### config.mk
export PLATFORM = sky130hd
export DESIGN_NAME = stream_find_replace_flat
export DESIGN_NICKNAME = d
export VERILOG_FILES = /design/src/hdl/sfr_pkg.sv /design/src/hdl/sfr_req_if.sv /design/src/hdl/sfr_rsp_if.sv /design/src/hdl/stream_find_replace.sv /design/src/hdl/sfr_cell.sv /design/src/hdl/sfr_window.sv /design/src/flat_wrapper.sv
export SDC_FILE = /design/constraint.sdc
export NUM_CORES = 1
export LEC_CHECK = 0
export ABC_CLOCK_PERIOD_IN_PS = 16450
export BUFFER_PORTS_ARGS = -buffer_cell sky130_fd_sc_hd__clkbuf_2
export CAP_MARGIN = 20
export CELL_PAD_IN_SITES_DETAIL_PLACEMENT = 1
export CELL_PAD_IN_SITES_GLOBAL_PLACEMENT = 1
export CORE_ASPECT_RATIO = 0.6
export CORE_MARGIN = 2
export CORE_UTILIZATION = 38
export CTS_CLUSTER_DIAMETER = 80
export DETAILED_ROUTE_END_ITERATION = 10
export PLACE_DENSITY_LB_ADDON = 0.1
export SYNTH_ARGS = -nofsm -noshare
export SYNTH_HDL_FRONTEND = slang
export SYNTH_SLANG_ARGS = --single-unit
export TNS_END_PERCENT = 100
### constraint.sdc
create_clock -name clock -period 16.45 [get_ports clock]
set_input_delay 1.645 -clock clock [delete_from_list [all_inputs] [get_ports clock]]
set_output_delay 1.645 -clock clock [all_outputs]
set_load 0.02 [all_outputs]
### src/hdl/sfr_pkg.sv
`timescale 1ns / 1ps

package sfr_pkg;

   localparam int PAT_STORE = 16;   // pattern bytes held in the registers
   localparam int SUB_STORE = 32;   // replacement bytes held in the registers
   localparam int CSR_DATA_W = 64;
   localparam int CSR_IDX_W  = 3;

   localparam logic [CSR_IDX_W-1:0] CSR_PATTERN_LOW    = 3'd0;
   localparam logic [CSR_IDX_W-1:0] CSR_PATTERN_HIGH   = 3'd1;
   localparam logic [CSR_IDX_W-1:0] CSR_PATTERN_LENGTH = 3'd2;
   localparam logic [CSR_IDX_W-1:0] CSR_SUBST_WORD0    = 3'd3;
   localparam logic [CSR_IDX_W-1:0] CSR_SUBST_WORD1    = 3'd4;
   localparam logic [CSR_IDX_W-1:0] CSR_SUBST_WORD2    = 3'd5;
   localparam logic [CSR_IDX_W-1:0] CSR_SUBST_WORD3    = 3'd6;
   localparam logic [CSR_IDX_W-1:0] CSR_SUBST_LENGTH   = 3'd7;

   // per-cycle command to every cell of the window
   typedef struct packed {
      logic load;    // new byte goes in at the fill position
      logic shift;   // oldest byte leaves, all cells move one place down
   } cell_ctrl_type;

endpackage

### src/hdl/sfr_req_if.sv
`timescale 1ns / 1ps

interface sfr_req_if;
   logic       valid;
   logic       ready;
   logic [7:0] text_byte;
   logic       end_of_text;

   modport source (output valid, output text_byte, output end_of_text, input ready);
   modport sink   (input valid, input text_byte, input end_of_text, output ready);
endinterface

### src/hdl/sfr_rsp_if.sv
`timescale 1ns / 1ps

interface sfr_rsp_if;
   logic       valid;
   logic       ready;
   logic [7:0] out_byte;
   logic       byte_valid;
   logic       run_last;
   logic       string_done;

   modport source (output valid, output out_byte, output byte_valid, output run_last,
                   output string_done, input ready);
   modport sink   (input valid, input out_byte, input byte_valid, input run_last,
                   input string_done, output ready);
endinterface

### src/hdl/stream_find_replace.sv
`timescale 1ns / 1ps

// Streaming find and replace on a byte string.
// req carries one text byte per beat, end_of_text on the final byte of a string.
// rsp carries the rewritten string: every leftmost, non-overlapping occurrence of
// the pattern is swapped for the replacement; byte_valid low marks an empty end
// beat, run_last flags the last beat caused by one request beat and string_done
// the final beat of the string.
// Registers are written through csr_* (index, 64-bit data) while the block is idle,
// which the user must keep to; the block does not enforce it. Ordinary bytes go
// through at one per cycle while rsp is ready and no run is pending; a single
// result beat shows on rsp the cycle after its request beat is taken. Longer runs
// (replacements, end-of-string window flushes) hold req off, one beat per cycle.
// The window is a row of MAX_PATTERN (up to 16) byte cells shifting towards the
// oldest end; all cells compare against the pattern in the same cycle.
// rsp is registered: a stalled receiver holds the beat and req waits with it.
// Synchronous reset clears the registers and leaves the window empty.

module stream_find_replace
   import sfr_pkg::*;
#(
   parameter int MAX_PATTERN = PAT_STORE,
   parameter int MAX_SUBST   = SUB_STORE
) (
   input  logic                  clock,
   input  logic                  reset,
   sfr_req_if.sink               req,
   sfr_rsp_if.source             rsp,
   input  logic                  csr_write_enable,
   input  logic [CSR_IDX_W-1:0]  csr_index,
   input  logic [CSR_DATA_W-1:0] csr_write_data
);

   localparam int WIN_DEPTH = (MAX_PATTERN < PAT_STORE) ? MAX_PATTERN : PAT_STORE;
   localparam int SUB_DEPTH = (MAX_SUBST < SUB_STORE) ? MAX_SUBST : SUB_STORE;
   localparam int FILL_W    = $clog2(WIN_DEPTH + 1);
   localparam int SCNT_W    = $clog2(SUB_DEPTH + 1);

   logic [CSR_DATA_W-1:0] pattern_low_ff, pattern_high_ff;
   logic [4:0]            pattern_length_ff;
   logic [CSR_DATA_W-1:0] subst_word0_ff, subst_word1_ff, subst_word2_ff, subst_word3_ff;
   logic [5:0]            subst_length_ff;

   logic [FILL_W-1:0] fill_ff, fill_in;
   logic [FILL_W-1:0] emit_left_ff, emit_left_in;
   logic [SCNT_W-1:0] sub_left_ff, sub_left_in;
   logic [4:0]        sub_idx_ff, sub_idx_in;
   logic              marker_ff, marker_in;
   logic              eot_ff, eot_in;

   logic       rsp_valid_ff, rsp_valid_in;
   logic [7:0] rsp_byte_ff, rsp_byte_in;
   logic       rsp_bv_ff, rsp_bv_in;
   logic       rsp_last_ff, rsp_last_in;
   logic       rsp_done_ff, rsp_done_in;

   logic [FILL_W-1:0] plen, fill_up;
   logic [SCNT_W-1:0] slen;
   logic              busy, out_free, accept, go;
   logic              hit_all;
   logic [7:0]        oldest;
   cell_ctrl_type     cell_ctrl;
   logic [8*SUB_STORE-1:0] sub_vec;

   // job seen this cycle: freshly computed on a taken beat, else what is left over
   logic [FILL_W-1:0] job_e, new_e;
   logic [SCNT_W-1:0] job_s, new_s;
   logic [4:0]        job_sidx;
   logic              job_marker, new_marker, job_eot, new_clear;
   logic              pick_sub, pick_win, pick_mark, emit, last;

   assign plen = (pattern_length_ff > 5'(WIN_DEPTH)) ? FILL_W'(WIN_DEPTH)
                                                     : pattern_length_ff[FILL_W-1:0];
   assign slen = (subst_length_ff > 6'(SUB_DEPTH)) ? SCNT_W'(SUB_DEPTH)
                                                   : subst_length_ff[SCNT_W-1:0];
   assign sub_vec = {subst_word3_ff, subst_word2_ff, subst_word1_ff, subst_word0_ff};

   assign busy      = (emit_left_ff != '0) || (sub_left_ff != '0) || marker_ff;
   assign out_free  = !rsp_valid_ff || rsp.ready;
   assign req.ready = out_free && !busy;
   assign accept    = req.valid && req.ready;
   assign go        = out_free && (accept || busy);
   assign fill_up   = fill_ff + FILL_W'(1);

   always_comb begin
      new_e     = '0;
      new_s     = '0;
      new_clear = 1'b0;
      if (fill_up > plen) begin
         // pattern shorter than the window holds: drain down, no test this beat
         new_e = fill_up - plen + FILL_W'(plen != '0);
      end else if (fill_up == plen) begin
         if (hit_all) begin
            new_s     = slen;
            new_clear = 1'b1;
         end else begin
            new_e = FILL_W'(1);
         end
      end
      if (req.end_of_text && !new_clear) begin
         new_e = fill_up;
      end
      new_marker = req.end_of_text && (new_e == '0) && (new_s == '0);
   end

   always_comb begin
      if (accept) begin
         job_e      = new_e;
         job_s      = new_s;
         job_sidx   = '0;
         job_marker = new_marker;
         job_eot    = req.end_of_text;
      end else begin
         job_e      = emit_left_ff;
         job_s      = sub_left_ff;
         job_sidx   = sub_idx_ff;
         job_marker = marker_ff;
         job_eot    = eot_ff;
      end
      pick_sub  = job_s != '0;
      pick_win  = !pick_sub && (job_e != '0);
      pick_mark = !pick_sub && !pick_win && job_marker;
      emit      = go && (pick_sub || pick_win || pick_mark);

      emit_left_in = job_e - FILL_W'(pick_win);
      sub_left_in  = job_s - SCNT_W'(pick_sub);
      sub_idx_in   = job_sidx + 5'(pick_sub);
      marker_in    = job_marker && !pick_mark;
      eot_in       = job_eot;
      last         = (emit_left_in == '0) && (sub_left_in == '0) && !marker_in;

      if (accept) begin
         fill_in = (new_clear ? '0 : fill_up) - FILL_W'(pick_win);
      end else begin
         fill_in = fill_ff - FILL_W'(go && pick_win);
      end

      cell_ctrl.load  = accept;
      cell_ctrl.shift = go && pick_win;

      rsp_valid_in = rsp_valid_ff;
      rsp_byte_in  = rsp_byte_ff;
      rsp_bv_in    = rsp_bv_ff;
      rsp_last_in  = rsp_last_ff;
      rsp_done_in  = rsp_done_ff;
      if (out_free) begin
         rsp_valid_in = emit;
         rsp_byte_in  = pick_sub ? sub_vec[{job_sidx, 3'b000} +: 8]
                                 : (pick_win ? oldest : 8'h00);
         rsp_bv_in    = !pick_mark;
         rsp_last_in  = last;
         rsp_done_in  = last && job_eot;
      end
   end

   sfr_window #(
      .DEPTH  (WIN_DEPTH),
      .FILL_W (FILL_W)
   ) u_window (
      .clock    (clock),
      .ctrl     (cell_ctrl),
      .fill     (fill_ff),
      .plen     (plen),
      .new_byte (req.text_byte),
      .pattern  ({pattern_high_ff, pattern_low_ff}),
      .oldest   (oldest),
      .hit_all  (hit_all)
   );

   always_ff @(posedge clock) begin
      if (reset) begin
         pattern_low_ff    <= '0;
         pattern_high_ff   <= '0;
         pattern_length_ff <= '0;
         subst_word0_ff    <= '0;
         subst_word1_ff    <= '0;
         subst_word2_ff    <= '0;
         subst_word3_ff    <= '0;
         subst_length_ff   <= '0;
      end else if (csr_write_enable) begin
         case (csr_index)
            CSR_PATTERN_LOW:    pattern_low_ff    <= csr_write_data;
            CSR_PATTERN_HIGH:   pattern_high_ff   <= csr_write_data;
            CSR_PATTERN_LENGTH: pattern_length_ff <= csr_write_data[4:0];
            CSR_SUBST_WORD0:    subst_word0_ff    <= csr_write_data;
            CSR_SUBST_WORD1:    subst_word1_ff    <= csr_write_data;
            CSR_SUBST_WORD2:    subst_word2_ff    <= csr_write_data;
            CSR_SUBST_WORD3:    subst_word3_ff    <= csr_write_data;
            CSR_SUBST_LENGTH:   subst_length_ff   <= csr_write_data[5:0];
            default: ;
         endcase
      end
   end

   always_ff @(posedge clock) begin
      if (reset) begin
         fill_ff      <= '0;
         emit_left_ff <= '0;
         sub_left_ff  <= '0;
         sub_idx_ff   <= '0;
         marker_ff    <= 1'b0;
         eot_ff       <= 1'b0;
         rsp_valid_ff <= 1'b0;
      end else begin
         rsp_valid_ff <= rsp_valid_in;
         if (go) begin
            fill_ff      <= fill_in;
            emit_left_ff <= emit_left_in;
            sub_left_ff  <= sub_left_in;
            sub_idx_ff   <= sub_idx_in;
            marker_ff    <= marker_in;
            eot_ff       <= eot_in;
         end
      end
   end

   always_ff @(posedge clock) begin
      rsp_byte_ff <= rsp_byte_in;
      rsp_bv_ff   <= rsp_bv_in;
      rsp_last_ff <= rsp_last_in;
      rsp_done_ff <= rsp_done_in;
   end

   assign rsp.valid       = rsp_valid_ff;
   assign rsp.out_byte    = rsp_byte_ff;
   assign rsp.byte_valid  = rsp_bv_ff;
   assign rsp.run_last    = rsp_last_ff;
   assign rsp.string_done = rsp_done_ff;

endmodule

### src/hdl/sfr_cell.sv
`timescale 1ns / 1ps

module sfr_cell
   import sfr_pkg::*;
#(
   parameter int IDX    = 0,
   parameter int FILL_W = 5
) (
   input  logic              clock,
   input  cell_ctrl_type     ctrl,
   input  logic [FILL_W-1:0] fill,
   input  logic [FILL_W-1:0] plen,
   input  logic [7:0]        new_byte,
   input  logic [7:0]        next_eff,
   input  logic [7:0]        pat_byte,
   output logic [7:0]        eff,
   output logic              hit
);

   logic [7:0] data_ff;
   logic [7:0] data_in;

   // value of this place with the incoming byte already written
   assign eff = (ctrl.load && fill == FILL_W'(IDX)) ? new_byte : data_ff;

   assign data_in = ctrl.shift ? next_eff : eff;

   // places beyond the pattern always agree
   assign hit = (FILL_W'(IDX) >= plen) || (eff == pat_byte);

   always_ff @(posedge clock) begin
      data_ff <= data_in;
   end

endmodule

### src/hdl/sfr_window.sv
`timescale 1ns / 1ps

module sfr_window
   import sfr_pkg::*;
#(
   parameter int DEPTH  = 16,
   parameter int FILL_W = 5
) (
   input  logic                   clock,
   input  cell_ctrl_type          ctrl,
   input  logic [FILL_W-1:0]      fill,
   input  logic [FILL_W-1:0]      plen,
   input  logic [7:0]             new_byte,
   input  logic [8*PAT_STORE-1:0] pattern,
   output logic [7:0]             oldest,
   output logic                   hit_all
);

   logic [7:0]       eff_chain [DEPTH+1];
   logic [DEPTH-1:0] hit_vec;

   assign eff_chain[DEPTH] = 8'h00;

   for (genvar i = 0; i < DEPTH; i++) begin : g_cell
      sfr_cell #(
         .IDX    (i),
         .FILL_W (FILL_W)
      ) u_cell (
         .clock    (clock),
         .ctrl     (ctrl),
         .fill     (fill),
         .plen     (plen),
         .new_byte (new_byte),
         .next_eff (eff_chain[i+1]),
         .pat_byte (pattern[8*i +: 8]),
         .eff      (eff_chain[i]),
         .hit      (hit_vec[i])
      );
   end

   assign oldest  = eff_chain[0];
   assign hit_all = &hit_vec;

endmodule
### src/flat_wrapper.sv
// flat-port wrapper written by rule: the top's interface ports become plain ports
module stream_find_replace_flat import sfr_pkg::*;
#(
   parameter int MAX_PATTERN = PAT_STORE,
   parameter int MAX_SUBST   = SUB_STORE
)
  (clock, reset, csr_write_enable, csr_index, csr_write_data, req_valid, req_text_byte, req_end_of_text, req_ready, rsp_valid, rsp_out_byte, rsp_byte_valid, rsp_run_last, rsp_string_done, rsp_ready);
  sfr_req_if req_i ();
  sfr_rsp_if rsp_i ();
  input  logic clock;
  input  logic reset;
  input  logic csr_write_enable;
  input  logic [CSR_IDX_W-1:0] csr_index;
  input  logic [CSR_DATA_W-1:0] csr_write_data;
  input wire logic [$bits(req_i.valid)-1:0] req_valid;
  input wire logic [$bits(req_i.text_byte)-1:0] req_text_byte;
  input wire logic [$bits(req_i.end_of_text)-1:0] req_end_of_text;
  output wire logic [$bits(req_i.ready)-1:0] req_ready;
  output wire logic [$bits(rsp_i.valid)-1:0] rsp_valid;
  output wire logic [$bits(rsp_i.out_byte)-1:0] rsp_out_byte;
  output wire logic [$bits(rsp_i.byte_valid)-1:0] rsp_byte_valid;
  output wire logic [$bits(rsp_i.run_last)-1:0] rsp_run_last;
  output wire logic [$bits(rsp_i.string_done)-1:0] rsp_string_done;
  input wire logic [$bits(rsp_i.ready)-1:0] rsp_ready;
  assign req_i.valid = req_valid;
  assign req_i.text_byte = req_text_byte;
  assign req_i.end_of_text = req_end_of_text;
  assign req_ready = req_i.ready;
  assign rsp_valid = rsp_i.valid;
  assign rsp_out_byte = rsp_i.out_byte;
  assign rsp_byte_valid = rsp_i.byte_valid;
  assign rsp_run_last = rsp_i.run_last;
  assign rsp_string_done = rsp_i.string_done;
  assign rsp_i.ready = rsp_ready;
  stream_find_replace #(.MAX_PATTERN(MAX_PATTERN), .MAX_SUBST(MAX_SUBST)) u_core (.clock(clock), .reset(reset), .req(req_i), .rsp(rsp_i), .csr_write_enable(csr_write_enable), .csr_index(csr_index), .csr_write_data(csr_write_data));
endmodule
==> results.md <==
* CTS sink count at 558
* Number of DRC markers after the initial detailed-route iteration at 3,071
* Cts bufs inserted at 57
* GPL Wtd Cong at 0.955
* CTS tree: done
* Ratio of total power to cell area at 169 nW/um^2
* Final cycle utilization of the critical path at 0.504
* Number of enable flip-flop cells after synthesis at 11
* Worst Skew at 0.0302 ns
* Worst slew margin relative to its limit at 0.260
* Max-slew violation total from the final report at 0
* Crit-path most repeated cell: sky130_fd_sc_hd__buf_4
* Clock transition at path regs at 0.07 ns
* Worst ir drop on vdd at 0.0911 mV
* CTS H-tree lvls at 2
* Proportion of layout cells with a drive suffix above 1 at 0.0864
* Residual antenna-violating net count after detailed routing at 0
* Unrepaired setup endpoints after global routing: no
* Post-Route Hold Slack at 0.458 ns
* Maximum number of pins on one net before global-route repair at 146
* Vias at 28,000
* Initial antenna violation count at 7
* Min-Delay Path Class: flop to flop
* Net count after synthesis at 3,718
* Async SR Flop Fraction at 0
* Worst Setup Start Kind: input port
* Number of library cell types mapped by synthesis at 90
* Maximum number of buffers from clock root to sink at 3
* Count of state elements after synthesis at 558
* Most common cell after layout, fill and taps aside: sky130_fd_sc_hd__nand2_1
* Final setup violation count at 0
* Post-CTS Setup Inserts at 0
* Final layout net count at 3,651
* Achievable frequency at 121 MHz
* Worst endpoint data arrival time at 8.77 ns
* Number of placement rows at 76
* Netlist Area Pre-Place at 27,700 um^2
* Top flip-flop cell by instance count after synthesis: sky130_fd_sc_hd__dfxtp_1
* Effective utilization at floorplan at 0.385
* Transition time of the tightest slew-check pin at 1.11 ns
* CP cell instances: clkbuf_2 > nor2b_1 > buf_4 > clkinv_1 > buf_4 > and2_1 > and4_1 > mux2i_1 > a222oi_1 > a41oi_1 > nor4_1 > nand4_1 > o31a_1 > buf_4 > inv_2 > ha_1 > nor3b_1 > nand2_1 > a211oi_1 > o21ai_0 > a21oi_1 > nand4_1 > nor4_2
* DP HPWL at 89.3 mm
* Sequential element share of the synthesized area at 0.408
* Number of input and output port buffers inserted at 93
* Summed negative setup slack over all endpoints at 0 ns
* Element type at the critical path end: flop
* Average via count per standard cell at 6.14
* Maximum capacitance violations at 0
* Final hold viol count at 0
* Biggest fanout along the worst timing path at 32
* Number of detailed-routing iterations run before antenna repair at 6
* Horizontal extent of the die at 352 um
* Worst Setup Path Type: input port to flop
* Clock insertion delay at the later pin of the skew report at 0.66 ns
* First-pass GRT wire length at 188 mm
* Slowest stage cell, crit path: sky130_fd_sc_hd__and4_1
* Critical path's largest stage delay at 0.73 ns
* I/O pin count at 94
* Height of the chip at 213 um
* Residual DRC count at 0
* Buf+Inv Stages, Crit Path at 6
* CP delay by family, top: simple AND/OR/NAND/NOR gates
* Core Box Area at 71,900 um^2
* Required time at the worst-slack endpoint at 16.93 ns
* Layout overhead on the synthesized area at 11.1%
* Minimum clock period at 8.29 ns
* Clock root buffer master: sky130_fd_sc_hd__clkbuf_16
* Layout Utilization at 0.428
* Status: completed
* Average footprint of a synthesized cell at 7.67 um^2
* Vias in the first global route at 27,000
* WL per Instance at 28.2 um
* Count of yosys warnings during synthesis at 0
* Leading cell types in the layout, fill and taps excluded: sky130_fd_sc_hd__nand2_1, sky130_fd_sc_hd__a21oi_1, sky130_fd_sc_hd__dfxtp_1, sky130_fd_sc_hd__nand3_1, sky130_fd_sc_hd__xor2_1
* Combined global-route utilization of all metal layers at 0.335
* Global-route congestion overflow total at 0
* Post-CTS Hold Buffers at 0
* Wire length reported by the detailed router at 129 mm
* Number of gates given a new drive strength after cts at 0
* R2R setup slack at 8.36 ns
* Die Outline Area at 75,100 um^2
* Lkg Pwr at 10.7 nW
* Number of instances in the synthesized netlist at 3,609
## cells in the mapped netlist (all sizes together), types with 10 or more instances
cell type | count | area share
nand2 | 1006 | 0.14
a21oi | 553 | 0.10
dfxtp | 547 | 0.40
clkbuf | 235 | 0.032
nand3 | 136 | 0.025
xor2 | 98 | 0.031
xnor2 | 86 | 0.027
inv | 82 | 0.011
nor2 | 82 | 0.012
o221ai | 76 | 0.024
nor3 | 62 | 0.011
o21a | 49 | 0.013
o32a | 49 | 0.018
o22ai | 48 | 0.011
o21ai | 44 | 0.0086
nand4 | 43 | 0.010
buf | 40 | 0.0094
a211oi | 38 | 0.010
nor4 | 38 | 0.0098
mux2i | 37 | 0.014
a31oi | 30 | 0.0075
ha | 25 | 0.011
and3 | 16 | 0.0036
or2 | 14 | 0.0032
nor2b | 13 | 0.0029
o211ai | 13 | 0.0035
and2 | 12 | 0.0027
a222oi | 11 | 0.0040
edfxtp | 11 | 0.012
a311oi | 10 | 0.0032
and4 | 10 | 0.0032
## layout make-up
cell class	count	area (um^2)
multi-input cells	2691	15000
diodes	2	5.00
inverters	85	322
well taps	975	1220
fillers	8765	41100
flip-flops and latches	558	11300
clock buffers	75	1620
repair buffers	149	896
clock inverters	29	387
## tightest hold or removal path, stage by stage (launching register included)
cell	delay (ns)
sky130_fd_sc_hd__dfxtp_1	0.31
sky130_fd_sc_hd__nand2_1	0.05
sky130_fd_sc_hd__a21oi_1	0.05
## metrics by stage
step / std cells / total power, W / instance area [um^2] / worst slack [ns]
2_1_floorplan: 3609 / 0.00302 / 27700 / 9.84
3_3_place_gp: 4456 / 0.00366 / 28700 / 7.89
3_5_place_dp: 4456 / 0.00372 / 28700 / 7.77
4_1_cts: 4560 / 0.00515 / 30700 / 8.44
5_1_grt: 4562 / 0.00541 / 30800 / 7.87
6_report: 4564 / 0.00519 / 30800 / 8.16
## registers in the layout (all words and copies together), names as in the netlist, 6 cells and up
register                               count
u_core.subst_length_ff                     6
u_core.u_window.g_cell.u_cell.data_ff    128
u_core.sub_left_ff                         6
u_core.pattern_low_ff                     64
u_core.subst_word3_ff                     64
u_core.subst_word0_ff                     64
u_core.subst_word1_ff                     64
u_core.rsp.out_byte                        8
u_core.pattern_high_ff                    64
u_core.subst_word2_ff                     64
## final timing paths
check                                  from                        end  cells past startpoint
hold / removal    u_core.subst_word0_ff[17]  u_core.subst_word0_ff[17]                      2
hold reg to reg   u_core.subst_word0_ff[17]  u_core.subst_word0_ff[17]                      2
setup / recovery                  rsp_ready     u_core.rsp.string_done                     23
setup reg to reg      u_core.sub_left_ff[2]     u_core.rsp.string_done                     20
## kinds of logic after synthesis
group | share of synthesized area
AND/OR/NAND/NOR | 0.229
AO/OA/AOI/OAI | 0.223
flip-flops | 0.408
buffers and inverters | 0.0528
XOR/XNOR | 0.0582
multiplexers | 0.0161
adder cells (fa/ha/maj) | 0.0135
## per-layer routing
metal	global-route usage	up-vias	routed length, um
met5	0	-	0
met4	0.0917	0	3380
met1	0.509	14200	62500
met3	0.0625	172	11200
met2	0.476	1140	51600
li1	-	12500	-
## power breakdown
group          total, W  internal (W)  switching [W]
registers       0.00185       0.00157       0.000281
clock network   0.00143      0.000818       0.000610
logic           0.00191      0.000634        0.00128
Note: power is estimated with default switching activity, not from simulation.
